### config.mk
export PLATFORM = sky130hd
export DESIGN_NAME = wildcard_byte_pattern_scanner_core
export DESIGN_NICKNAME = d
export VERILOG_FILES = /design/src/rtl/wbps_pkg.sv /design/src/rtl/wbps_cfg.sv /design/src/rtl/wbps_cell.sv /design/src/rtl/wildcard_byte_pattern_scanner_core.sv
export SDC_FILE = /design/constraint.sdc
export NUM_CORES = 2
export LEC_CHECK = 0
export BUFFER_PORTS_ARGS = -buffer_cell sky130_fd_sc_hd__buf_2
export CAP_MARGIN = 20
export CELL_PAD_IN_SITES_DETAIL_PLACEMENT = 0
export CELL_PAD_IN_SITES_GLOBAL_PLACEMENT = 2
export CORE_MARGIN = 5
export CORE_UTILIZATION = 38
export CTS_CLUSTER_SIZE = 40
export DETAILED_ROUTE_END_ITERATION = 8
export PLACE_DENSITY_LB_ADDON = 0.12
export SETUP_SLACK_MARGIN = 0.02
export SYNTH_ARGS = -nofsm -noshare
export SYNTH_HDL_FRONTEND = slang
export SYNTH_SLANG_ARGS = --single-unit
### constraint.sdc
create_clock -name i_clk -period 14.98 [get_ports i_clk]
set_input_delay 1.498 -clock i_clk [delete_from_list [all_inputs] [get_ports i_clk]]
set_output_delay 1.498 -clock i_clk [all_outputs]
set_load 0.02 [all_outputs]
### src/rtl/wbps_pkg.sv
// Shared types and constants for the wildcard byte pattern scanner.
`timescale 1ns / 1ps

package wbps_pkg;

    localparam int MAX_PATTERN_BYTES = 32;
    localparam int OFFSET_BITS       = 32;
    localparam int PAT_IDX_W         = (MAX_PATTERN_BYTES > 1) ? $clog2(MAX_PATTERN_BYTES) : 1;
    localparam int LEN_W             = 6;
    localparam int CFG_IDX_W         = 3;
    localparam int CFG_DATA_W        = 64;
    localparam int PAT_WORDS         = 4;
    localparam int ADDR_W            = 64;
    localparam int OFF_OUT_W         = 32;
    localparam int MASK_W            = 32;

    typedef enum logic [CFG_IDX_W-1:0] {
        CFG_PAT_W0 = 3'd0,
        CFG_PAT_W1 = 3'd1,
        CFG_PAT_W2 = 3'd2,
        CFG_PAT_W3 = 3'd3,
        CFG_WILD   = 3'd4,
        CFG_LEN    = 3'd5,
        CFG_BASE   = 3'd6
    } t_cfg_idx;

    typedef struct packed {
        logic [7:0] data_byte;
        logic       last_byte;
    } t_in_item;

    typedef struct packed {
        logic              found;
        logic [ADDR_W-1:0] match_address;
        logic [OFF_OUT_W-1:0] match_offset;
    } t_out_item;

    // Live configuration as seen by the scan logic; pattern bytes, wildcards and the
    // in-use mask are lined up with the window cells, cell 0 holding the newest byte
    typedef struct packed {
        logic [MAX_PATTERN_BYTES-1:0][7:0] pat_bytes;
        logic [MAX_PATTERN_BYTES-1:0]      wild;
        logic [MAX_PATTERN_BYTES-1:0]      live;
        logic [LEN_W-1:0]                  len;
        logic [ADDR_W-1:0]                 base;
    } t_cfg;

    typedef struct packed {
        logic shift;
        logic clear;
    } t_cell_ctl;

endpackage

### src/rtl/wbps_cfg.sv
// Configuration register bank with pattern length clamp and pattern alignment to the window.
`timescale 1ns / 1ps

module wbps_cfg (
    input  logic                           i_clk,
    input  logic                           i_rst_n,
    input  logic                           i_cfg_we,
    input  logic [wbps_pkg::CFG_IDX_W-1:0]  i_cfg_idx,
    input  logic [wbps_pkg::CFG_DATA_W-1:0] i_cfg_data,
    output wbps_pkg::t_cfg                 o_cfg
);
    import wbps_pkg::*;

    logic [PAT_WORDS-1:0][CFG_DATA_W-1:0] r_pat;
    logic [MASK_W-1:0]                    r_wild;
    logic [LEN_W-1:0]                     r_len;
    logic [ADDR_W-1:0]                    r_base;
    logic [PAT_WORDS*CFG_DATA_W-1:0]      pat_flat;
    logic [LEN_W-1:0]                     len_c;
    logic [LEN_W-1:0]                     pad;
    logic [MAX_PATTERN_BYTES-1:0][7:0]    rev_pat;
    logic [MAX_PATTERN_BYTES-1:0]         rev_wild;

    always_ff @(posedge i_clk) begin
        if (!i_rst_n) begin
            r_pat  <= '0;
            r_wild <= '0;
            r_len  <= '0;
            r_base <= '0;
        end else if (i_cfg_we) begin
            unique case (i_cfg_idx) inside
                CFG_PAT_W0, CFG_PAT_W1, CFG_PAT_W2, CFG_PAT_W3: begin
                    r_pat[i_cfg_idx[1:0]] <= i_cfg_data;
                end
                CFG_WILD: r_wild <= i_cfg_data[MASK_W-1:0];
                CFG_LEN:  r_len  <= i_cfg_data[LEN_W-1:0];
                CFG_BASE: r_base <= i_cfg_data[ADDR_W-1:0];
                default: ;
            endcase
        end
    end

    assign pat_flat = r_pat;

    always_comb begin
        // Clamp an oversized length to the chain size
        if (r_len > LEN_W'(MAX_PATTERN_BYTES)) begin
            len_c = LEN_W'(MAX_PATTERN_BYTES);
        end else begin
            len_c = r_len;
        end
        pad = LEN_W'(MAX_PATTERN_BYTES) - len_c;
        for (int k = 0; k < MAX_PATTERN_BYTES; k++) begin
            rev_pat[k]  = pat_flat[(MAX_PATTERN_BYTES-1-k)*8 +: 8];
            rev_wild[k] = r_wild[MAX_PATTERN_BYTES-1-k];
        end
        // Cell w faces pattern byte len-1-w; cells past the pattern see zeros
        o_cfg.pat_bytes = rev_pat >> {pad, 3'b000};
        o_cfg.wild      = rev_wild >> pad;
        o_cfg.live      = ~({MAX_PATTERN_BYTES{1'b1}} << len_c);
        o_cfg.len       = len_c;
        o_cfg.base      = r_base;
    end

endmodule

### src/rtl/wbps_cell.sv
// One window cell: holds a byte of the recent window and checks it against its pattern byte.
`timescale 1ns / 1ps

module wbps_cell (
    input  logic                 i_clk,
    input  logic                 i_rst_n,
    input  wbps_pkg::t_cell_ctl  i_ctl,
    input  logic [7:0]           i_prev_byte,
    input  logic                 i_prev_full,
    input  logic [7:0]           i_pat_byte,
    input  logic                 i_wild,
    input  logic                 i_live,
    output logic [7:0]           o_byte,
    output logic                 o_full,
    output logic                 o_fit
);
    import wbps_pkg::*;

    logic [7:0] r_byte;
    logic       r_full;

    // Judge the byte this cell takes on the shift, so the incoming item counts at once
    assign o_fit = !i_live || (i_prev_full && (i_wild || (i_prev_byte == i_pat_byte)));

    always_ff @(posedge i_clk) begin
        if (!i_rst_n) begin
            r_byte <= '0;
            r_full <= 1'b0;
        end else if (i_ctl.clear) begin
            r_byte <= '0;
            r_full <= 1'b0;
        end else if (i_ctl.shift) begin
            r_byte <= i_prev_byte;
            r_full <= i_prev_full;
        end
    end

    assign o_byte = r_byte;
    assign o_full = r_full;

endmodule

### src/rtl/wildcard_byte_pattern_scanner_core.sv
// Top level of the wildcard byte pattern scanner: handshakes, cell chain and result register.
//
// Channel   Direction  Handshake                Payload
// in        input      i_in_valid / o_in_ready  i_in_data  (data_byte, last_byte)
// out       output     o_out_valid / i_out_ready o_out_data (found, match_address, match_offset)
// cfg       input      i_cfg_we                 i_cfg_idx, i_cfg_data
//
// One item per cycle while o_in_ready is high; window cells shift on each accept until a match.
// A result appears in the cycle after the item that causes it, held in the output register.
// The input is taken while the output register is empty or being drained in the same cycle.
// Reset clears the chain, the byte position, the reported flag, the configuration registers
// and the output valid flag; the output data register is left as it is.
`timescale 1ns / 1ps

module wildcard_byte_pattern_scanner_core (
    input  logic                            i_clk,
    input  logic                            i_rst_n,
    input  logic                            i_in_valid,
    output logic                            o_in_ready,
    input  wbps_pkg::t_in_item              i_in_data,
    output logic                            o_out_valid,
    input  logic                            i_out_ready,
    output wbps_pkg::t_out_item             o_out_data,
    input  logic                            i_cfg_we,
    input  logic [wbps_pkg::CFG_IDX_W-1:0]   i_cfg_idx,
    input  logic [wbps_pkg::CFG_DATA_W-1:0]  i_cfg_data
);
    import wbps_pkg::*;

    t_cfg                              cfg;
    t_cell_ctl                         cell_ctl;
    logic [MAX_PATTERN_BYTES-1:0][7:0] win_byte;
    logic [MAX_PATTERN_BYTES-1:0]      win_full;
    logic [MAX_PATTERN_BYTES-1:0]      fit;

    logic                   r_out_valid;
    t_out_item              r_out;
    logic                   r_reported;
    logic [OFFSET_BITS-1:0] r_pos;

    logic                   accept;
    logic                   active;
    logic                   match;
    logic                   emit;
    logic [OFFSET_BITS-1:0] pos_p1;
    logic [OFFSET_BITS-1:0] off;

    wbps_cfg u_cfg (
        .i_clk      (i_clk),
        .i_rst_n    (i_rst_n),
        .i_cfg_we   (i_cfg_we),
        .i_cfg_idx  (i_cfg_idx),
        .i_cfg_data (i_cfg_data),
        .o_cfg      (cfg)
    );

    assign o_in_ready = !r_out_valid || i_out_ready;
    assign accept     = i_in_valid && o_in_ready;
    assign active     = accept && !r_reported;

    assign cell_ctl.shift = active;
    assign cell_ctl.clear = accept && i_in_data.last_byte;

    for (genvar j = 0; j < MAX_PATTERN_BYTES; j++) begin : g_cell
        logic [7:0] prev_byte;
        logic       prev_full;
        if (j == 0) begin : g_head
            assign prev_byte = i_in_data.data_byte;
            assign prev_full = 1'b1;
        end else begin : g_body
            assign prev_byte = win_byte[j-1];
            assign prev_full = win_full[j-1];
        end

        wbps_cell u_cell (
            .i_clk       (i_clk),
            .i_rst_n     (i_rst_n),
            .i_ctl       (cell_ctl),
            .i_prev_byte (prev_byte),
            .i_prev_full (prev_full),
            .i_pat_byte  (cfg.pat_bytes[j]),
            .i_wild      (cfg.wild[j]),
            .i_live      (cfg.live[j]),
            .o_byte      (win_byte[j]),
            .o_full      (win_full[j]),
            .o_fit       (fit[j])
        );
    end

    // Cells past the pattern always fit, so an empty pattern matches at once
    assign match = &fit;

    assign emit   = active && (match || i_in_data.last_byte);
    assign pos_p1 = r_pos + OFFSET_BITS'(1);
    assign off    = (cfg.len == '0) ? '0 : (pos_p1 - OFFSET_BITS'(cfg.len));

    always_ff @(posedge i_clk) begin
        if (!i_rst_n) begin
            r_out_valid <= 1'b0;
            r_reported  <= 1'b0;
            r_pos       <= '0;
        end else begin
            if (emit) begin
                r_out_valid <= 1'b1;
            end else if (i_out_ready) begin
                r_out_valid <= 1'b0;
            end

            // Region end clears the scan state, match or not
            if (accept && i_in_data.last_byte) begin
                r_reported <= 1'b0;
                r_pos      <= '0;
            end else if (active) begin
                r_pos <= pos_p1;
                if (match) begin
                    r_reported <= 1'b1;
                end
            end
        end
    end

    always_ff @(posedge i_clk) begin
        if (emit) begin
            r_out.found <= match;
            if (match) begin
                r_out.match_address <= cfg.base + ADDR_W'(off);
                r_out.match_offset  <= OFF_OUT_W'(off);
            end else begin
                r_out.match_address <= '0;
                r_out.match_offset  <= '0;
            end
        end
    end

    assign o_out_valid = r_out_valid;
    assign o_out_data  = r_out;

endmodule

### Word-level counts from Yosys, hierarchy flattened

Cells that the tools add are included.

* bits in registers: 768
* input bits: 81

* $add $sub $neg: 4
* $lt $le $gt $ge: 3
* equality and inequality tests: 38
* shift operators: 3
* multiplexer cells: 7
* bitwise gates (word level): 2
* reductions and logical operators: 147

Operators by type and width (number)
* $bwmux 256: 1
* $eq 8x8->1: 32
* $shr 256x9->256: 1
* $demux 64 s2: 1
* $logic_or 1x1->1: 66
* $add 64x32->64: 1
* $mux 64: 1
* $logic_and 1x1->1: 36
* $logic_not 1->1: 34
* $reduce_and 33->1: 1
* $add 32x1->32 const B: 1
* $mux 32: 1
* $not 32->32: 1
* $reduce_and 32->1: 1
* $shl 32x6->32 const A: 1
* $shr 32x6->32: 1
* $sub 32x6->32: 1
* $eq 3x3->1 const B: 3
* $reduce_and 2->1: 4
* $eq 3x2->1 const B: 2
* $gt 6x6->1 const B: 1
* $logic_not 6->1: 1
* $mux 6: 1
* $sub 6x6->6 const A: 1
* 9 further kinds: 10

### Depth between registers and ports, before layout

* depth in word-level cells: 12
* mapped depth: 34
* gate-level depth less buffers: 26

### Modules after synthesis

A second synthesis with hierarchy kept.

* cells, all modules: 5778
* area total of the unflattened synthesis: 52421.5 µm²

By module, submodules not included
* wbps_cfg: times used 1, cells each 3350, area each 29827.4 µm², seq. area each 7166.9 µm²
* wbps_cell: times used 32, cells each 44, area each 421.7 µm², seq. area each 180.2 µm²
* wildcard_byte_pattern_scanner_core: times used 1, cells each 1020, area each 9101.2 µm², seq. area each 3593.4 µm²

### Worst setup path before layout

No wires, ideal clock.

* path type: register to register
* start point: register u_cfg.r_len[0]
* end point: register r_out, in the netlist o_out_data[0], enable pin
* library setup time: 0.584 ns
* arrival: 10.325 ns
* required time: 14.396 ns
* setup slack: 4.071 ns
* stages on the path, launching flop included: 27
* path buffers: 9
* cell sequence: dfxtp_1 -> and2b_1 -> inv_2 -> buf_4 -> buf_2 -> buf_2 -> buf_2 -> buf_2 -> ha_1 -> inv_1 -> ha_1 -> buf_2 -> inv_2 -> buf_2 -> buf_2 -> mux4_2 -> a22oi_1 -> nor2_1 -> a2111o_1 -> nor4_1 -> o2111ai_1 -> a211oi_1 -> nand4_1 -> nor4_2 -> nand4_2 -> buf_2 -> a21oi_1

* word-level cells in the longest chain between the ends: 11
* elaborated cells between the ends (all ways): 169
* those cells by class: 1 x add/sub; 1 x order compare; 32 x eq/ne; 3 x shift; 1 x mux; 1 x bitwise; 130 x reduce/logical

RTL lines
* from (decl): RTL line wbps_cfg.sv:16 `logic [LEN_W-1:0] r_len;`
* from (signal assigned): RTL line wbps_cfg.sv:36 `CFG_LEN: r_len <= i_cfg_data[LEN_W-1:0];`
* $gt 6x6->1: RTL line wbps_cfg.sv:47 `if (r_len > LEN_W'(MAX_PATTERN_BYTES)) begin`
* $mux 6 *: RTL line wbps_cfg.sv:47
* $sub 6x6->6: RTL line wbps_cfg.sv:52 `pad = LEN_W'(MAX_PATTERN_BYTES) - len_c;`
* $shr 256x9->256: RTL line wbps_cfg.sv:58 `o_cfg.pat_bytes = rev_pat >> {pad, 3'b000};`
* $eq 8x8->1: RTL line wbps_cell.sv:23 `assign o_fit = !i_live || (i_prev_full && (i_wild || (i_prev_byte == i_pat_byte)));`
* $logic_or 1x1->1: RTL line wbps_cell.sv:23
* $logic_and 1x1->1: RTL line wbps_cell.sv:23
* $logic_or 1x1->1: RTL line wbps_cell.sv:23
* $reduce_and 32->1 *: RTL line wildcard_byte_pattern_scanner_core.sv:91 `assign match = &fit;`
* $logic_or 1x1->1 *: RTL line wildcard_byte_pattern_scanner_core.sv:93 `assign emit = active && (match || i_in_data.last_byte);`
* $logic_and 1x1->1 *: RTL line wildcard_byte_pattern_scanner_core.sv:93
* via emit: RTL line wildcard_byte_pattern_scanner_core.sv:44 `logic emit;`
* to (decl): RTL line wildcard_byte_pattern_scanner_core.sv:37 `t_out_item r_out;`

The timed path passes the listed nets; every way through them passes the cells marked *.
A chain may end at the register's enable or synchronous reset.

### Worst setup path after layout

* start point: register u_cfg.r_len[5]
* end point: register r_out, in the netlist o_out_data[91], enable pin

The elaborated chain is that of the path after synthesis.

==> metrics <==
status complete, no violations; Comb pwr share 0.183; GP Congestion 1.12; worst slack at placement 4.55 ns; First-pass DRT Iterations 6; RR Endpoint o_out_data[91]$_SDFFCE_PN0P_; final wirelength 305000 um; Crit Path Max Fanout 76; DP Cell Count 8121; initial antenna violation count 30; Fin. Hold Viols 0; Net Sw Frac 0.325; Worst Setup SP u_cfg.r_len[5]$_SDFFE_PN0P_; Post-synth ARST share 0; Worst path max stage delay 1.08 ns; most used cell, CP buf_4; Setup crit end kind flop; CP max stage cell o31ai_1; Psw 1.82 mW; Area Overhead vs Synth 10.7%; Total Die Area 0.144 mm^2; H-Tree Depth 3; CTS Sinks 768; Pwr per Cell Area 97.4 mW/mm^2; Via Count 54.7k; cell count after synthesis 6535; Hold Crit Start u_cfg.r_base[28]$_SDFFE_PN0P_; crit path time final 10.97 ns; yosys warns 0; chip width 379 um; Slew @ Worst Pin 1.46 ns; Design Area, Final 0.0573 mm^2; Max Freq 91.1 MHz; Worst R2R Setup Slack 4.01 ns; type of the worst setup path reg2reg; Clk network pwr share 0.426; root cell of the clock tree clkbuf_16; placed instance area 0.0541 mm^2; Core Area 0.135 mm^2; dpl hpwl 232000 um; CTS tree yes; Post-CTS Resized 0; layout cells sized above 1 0.137; Reg power frac 0.391; Die Span Y 379 um; number of synthesized flops with an enable pin 97; Hold WC Path Type reg2reg; CP arrival 11.32 ns; synthesized area 0.0518 mm^2; I/O pin cnt 180; share of the synthesized area in the top cell type 0.259; worst r2r src u_cfg.r_len[5]$_SDFFE_PN0P_; RSZ-0062 raised after global routing false; DR DRC count 0; Starting Density 0.382; Yosys reg bits 768; ANT nets after route 0; Hold Path End u_cfg.r_base[28]$_SDFFE_PN0P_; setup slack after layout 4.01 ns; # setup viols final 0; Power Total 5.58 mW; sequential-to-total area share from yosys stat 0.316; # rows 135; Clock Latency Late Sink 0.73 ns; count leader, synth nand2_1; critical path launch point type flop; Post-Syn Nets 6661; fin crit share 0.732; final clock skew 0.0457 ns; largest cells by area after synthesis dfxtp_1 (26%), nand2_1 (12%), a21oi_1 (8.4%); first-pass GRT wire length 412000 um; Final Max Slew Viols 0; Mapped Avg Cell Area 7.92 um^2; Max-Cap Viols 0; FF-to-FF path depth 21; Final Non-Filler Cells 8305; relative slew slack 0.0288; number of global-route vias before repair 48.1k; Critical Path RT 15.33 ns; PortBufs 179; gr ovfl total 0; post-synth top area cell dfxtp_1; drt wl/cell 36.8 um; peak supply drop 88.8 uV; Num CTS Buffers 91; count of cell types in the netlist 101; hold path cells 2; Initial DRC Count 8782; register clock-pin slew on the reported worst setup and hold paths 0.08 ns; Primary FF master, synth dfxtp_1; vias per inst 6.59; Critical Path, Cell by Cell buf_4 -> and2b_4 -> inv_8 -> ha_1 -> inv_1 -> ha_4 -> inv_8 -> buf_4 -> buf_4 -> mux4_2 -> nor2_1 -> o31ai_1 -> mux2_2 -> a2111oi_0 -> a41oi_1 -> a21oi_1 -> nand4_1 -> nor4_2 -> nand4_4 -> a21oi_4 -> buf_4; total global-route track usage 0.410; Layout Nets 6564; largest net degree at the start of global routing 196; hold bufs inserted after CTS 0; Int Pwr 3.77 mW; synth cell count leaders nand2_1 (1620), a21oi_1 (868), dfxtp_1 (671); Leakage 19.3 nW; Max clock buf depth 3; Fin Setup TNS 0 ns; Post-CTS Setup Bufs 0
## power by group through the flow
| stage | logic [mW] | registers [mW] | clock network (mW) |
|---|---|---|---|
| 2_1_floorplan | 0.524 | 2.25 | 0 |
| 3_3_place_gp | 0.975 | 2.22 | 0 |
| 3_5_place_dp | 0.975 | 2.23 | 0 |
| 4_1_cts | 0.977 | 2.18 | 2.42 |
| 5_1_grt | 1.04 | 2.18 | 2.51 |
| 6_report | 1.02 | 2.18 | 2.38 |
## how the worst max path moves through the flow
stage                                               to  slack, ns
after floorplan            o_out_data[0]$_SDFFCE_PN0P_       4.07
final                     o_out_data[91]$_SDFFCE_PN0P_       4.01
after detailed placement  o_out_data[88]$_SDFFCE_PN0P_       4.55
after global routing      o_out_data[91]$_SDFFCE_PN0P_       4.00
after global placement    o_out_data[88]$_SDFFCE_PN0P_       4.45
after CTS                 o_out_data[91]$_SDFFCE_PN0P_       4.54
## worst max-delay path, delay by kind of cell, from the launching register on
kind	cells	cell delay [ns]
mux	2	0.80
flops	1	0.32
simple gates	5	1.62
compound gates	5	2.77
buf+inv	7	3.78
fa+ha+maj	2	0.79
## registers in the layout, indices dropped and copies added (netlist names)
name	count
g_cell.u_cell.o_byte	248
g_cell.u_cell.o_full	31
o_out_data	97
o_out_valid	1
r_pos	32
r_reported	1
u_cfg.pat_flat	256
u_cfg.r_base	64
u_cfg.r_len	6
u_cfg.r_wild	32
## cell usage in the layout (no fill, tap or decap), drive strengths merged, types with 22 or more instances in the layout
cell type	count
a211oi	43
a21o	29
a21oi	868
a221oi	30
a22oi	36
a31oi	74
a32oi	28
and3	46
buf	331
clkbuf	133
dfxtp	671
edfxtp	97
ha	43
inv	70
mux2	142
mux2i	341
mux4	161
nand2	1620
nand2b	33
nand3	124
nand4	45
nor2	345
nor2b	30
nor3	127
nor4	34
o211ai	33
o21ai	177
o221ai	22
o22ai	62
o31ai	30
o32ai	30
or3	33
xnor2	154
xor2	106
## layer usage
metal	GRT usage	routed length, um	vias up
met4	0.222	20600	10
met3	0.125	36600	695
met5	0	56	-
met1	0.579	129000	27210
li1	-	-	23336
met2	0.555	119000	3450
## per-stage QoR
step / hold WS [ns] / util
after detailed placement: 0.453 / 0.399
after global routing: 0.481 / 0.423
after global placement: 0.442 / 0.399
final: 0.461 / 0.423
after floorplan: 0.433 / -
after CTS: 0.463 / 0.423
## cell type report
| type | count | area, um^2 |
|---|---|---|
| Inverter | 64 | 263 |
| Sequential cell | 768 | 16300 |
| Tap cell | 1781 | 2230 |
| Fill cell | 14018 | 78100 |
| Timing Repair Buffer | 334 | 2110 |
| Clock buffer | 130 | 2660 |
| Antenna cell | 12 | 30.0 |
| Clock inverter | 37 | 546 |
| Multi-Input combinational cell | 5179 | 33100 |
## logic make-up after synthesis
group | after synthesis | share of synthesized area
AO/OA/AOI/OAI | 1662 | 0.196
XOR/XNOR | 260 | 0.0440
adder cells (fa/ha/maj) | 45 | 0.0112
buffers and inverters | 588 | 0.0491
flip-flops | 768 | 0.316
multiplexers | 644 | 0.167
AND/OR/NAND/NOR | 2568 | 0.217
Note: power is estimated with default switching activity, not from simulation.
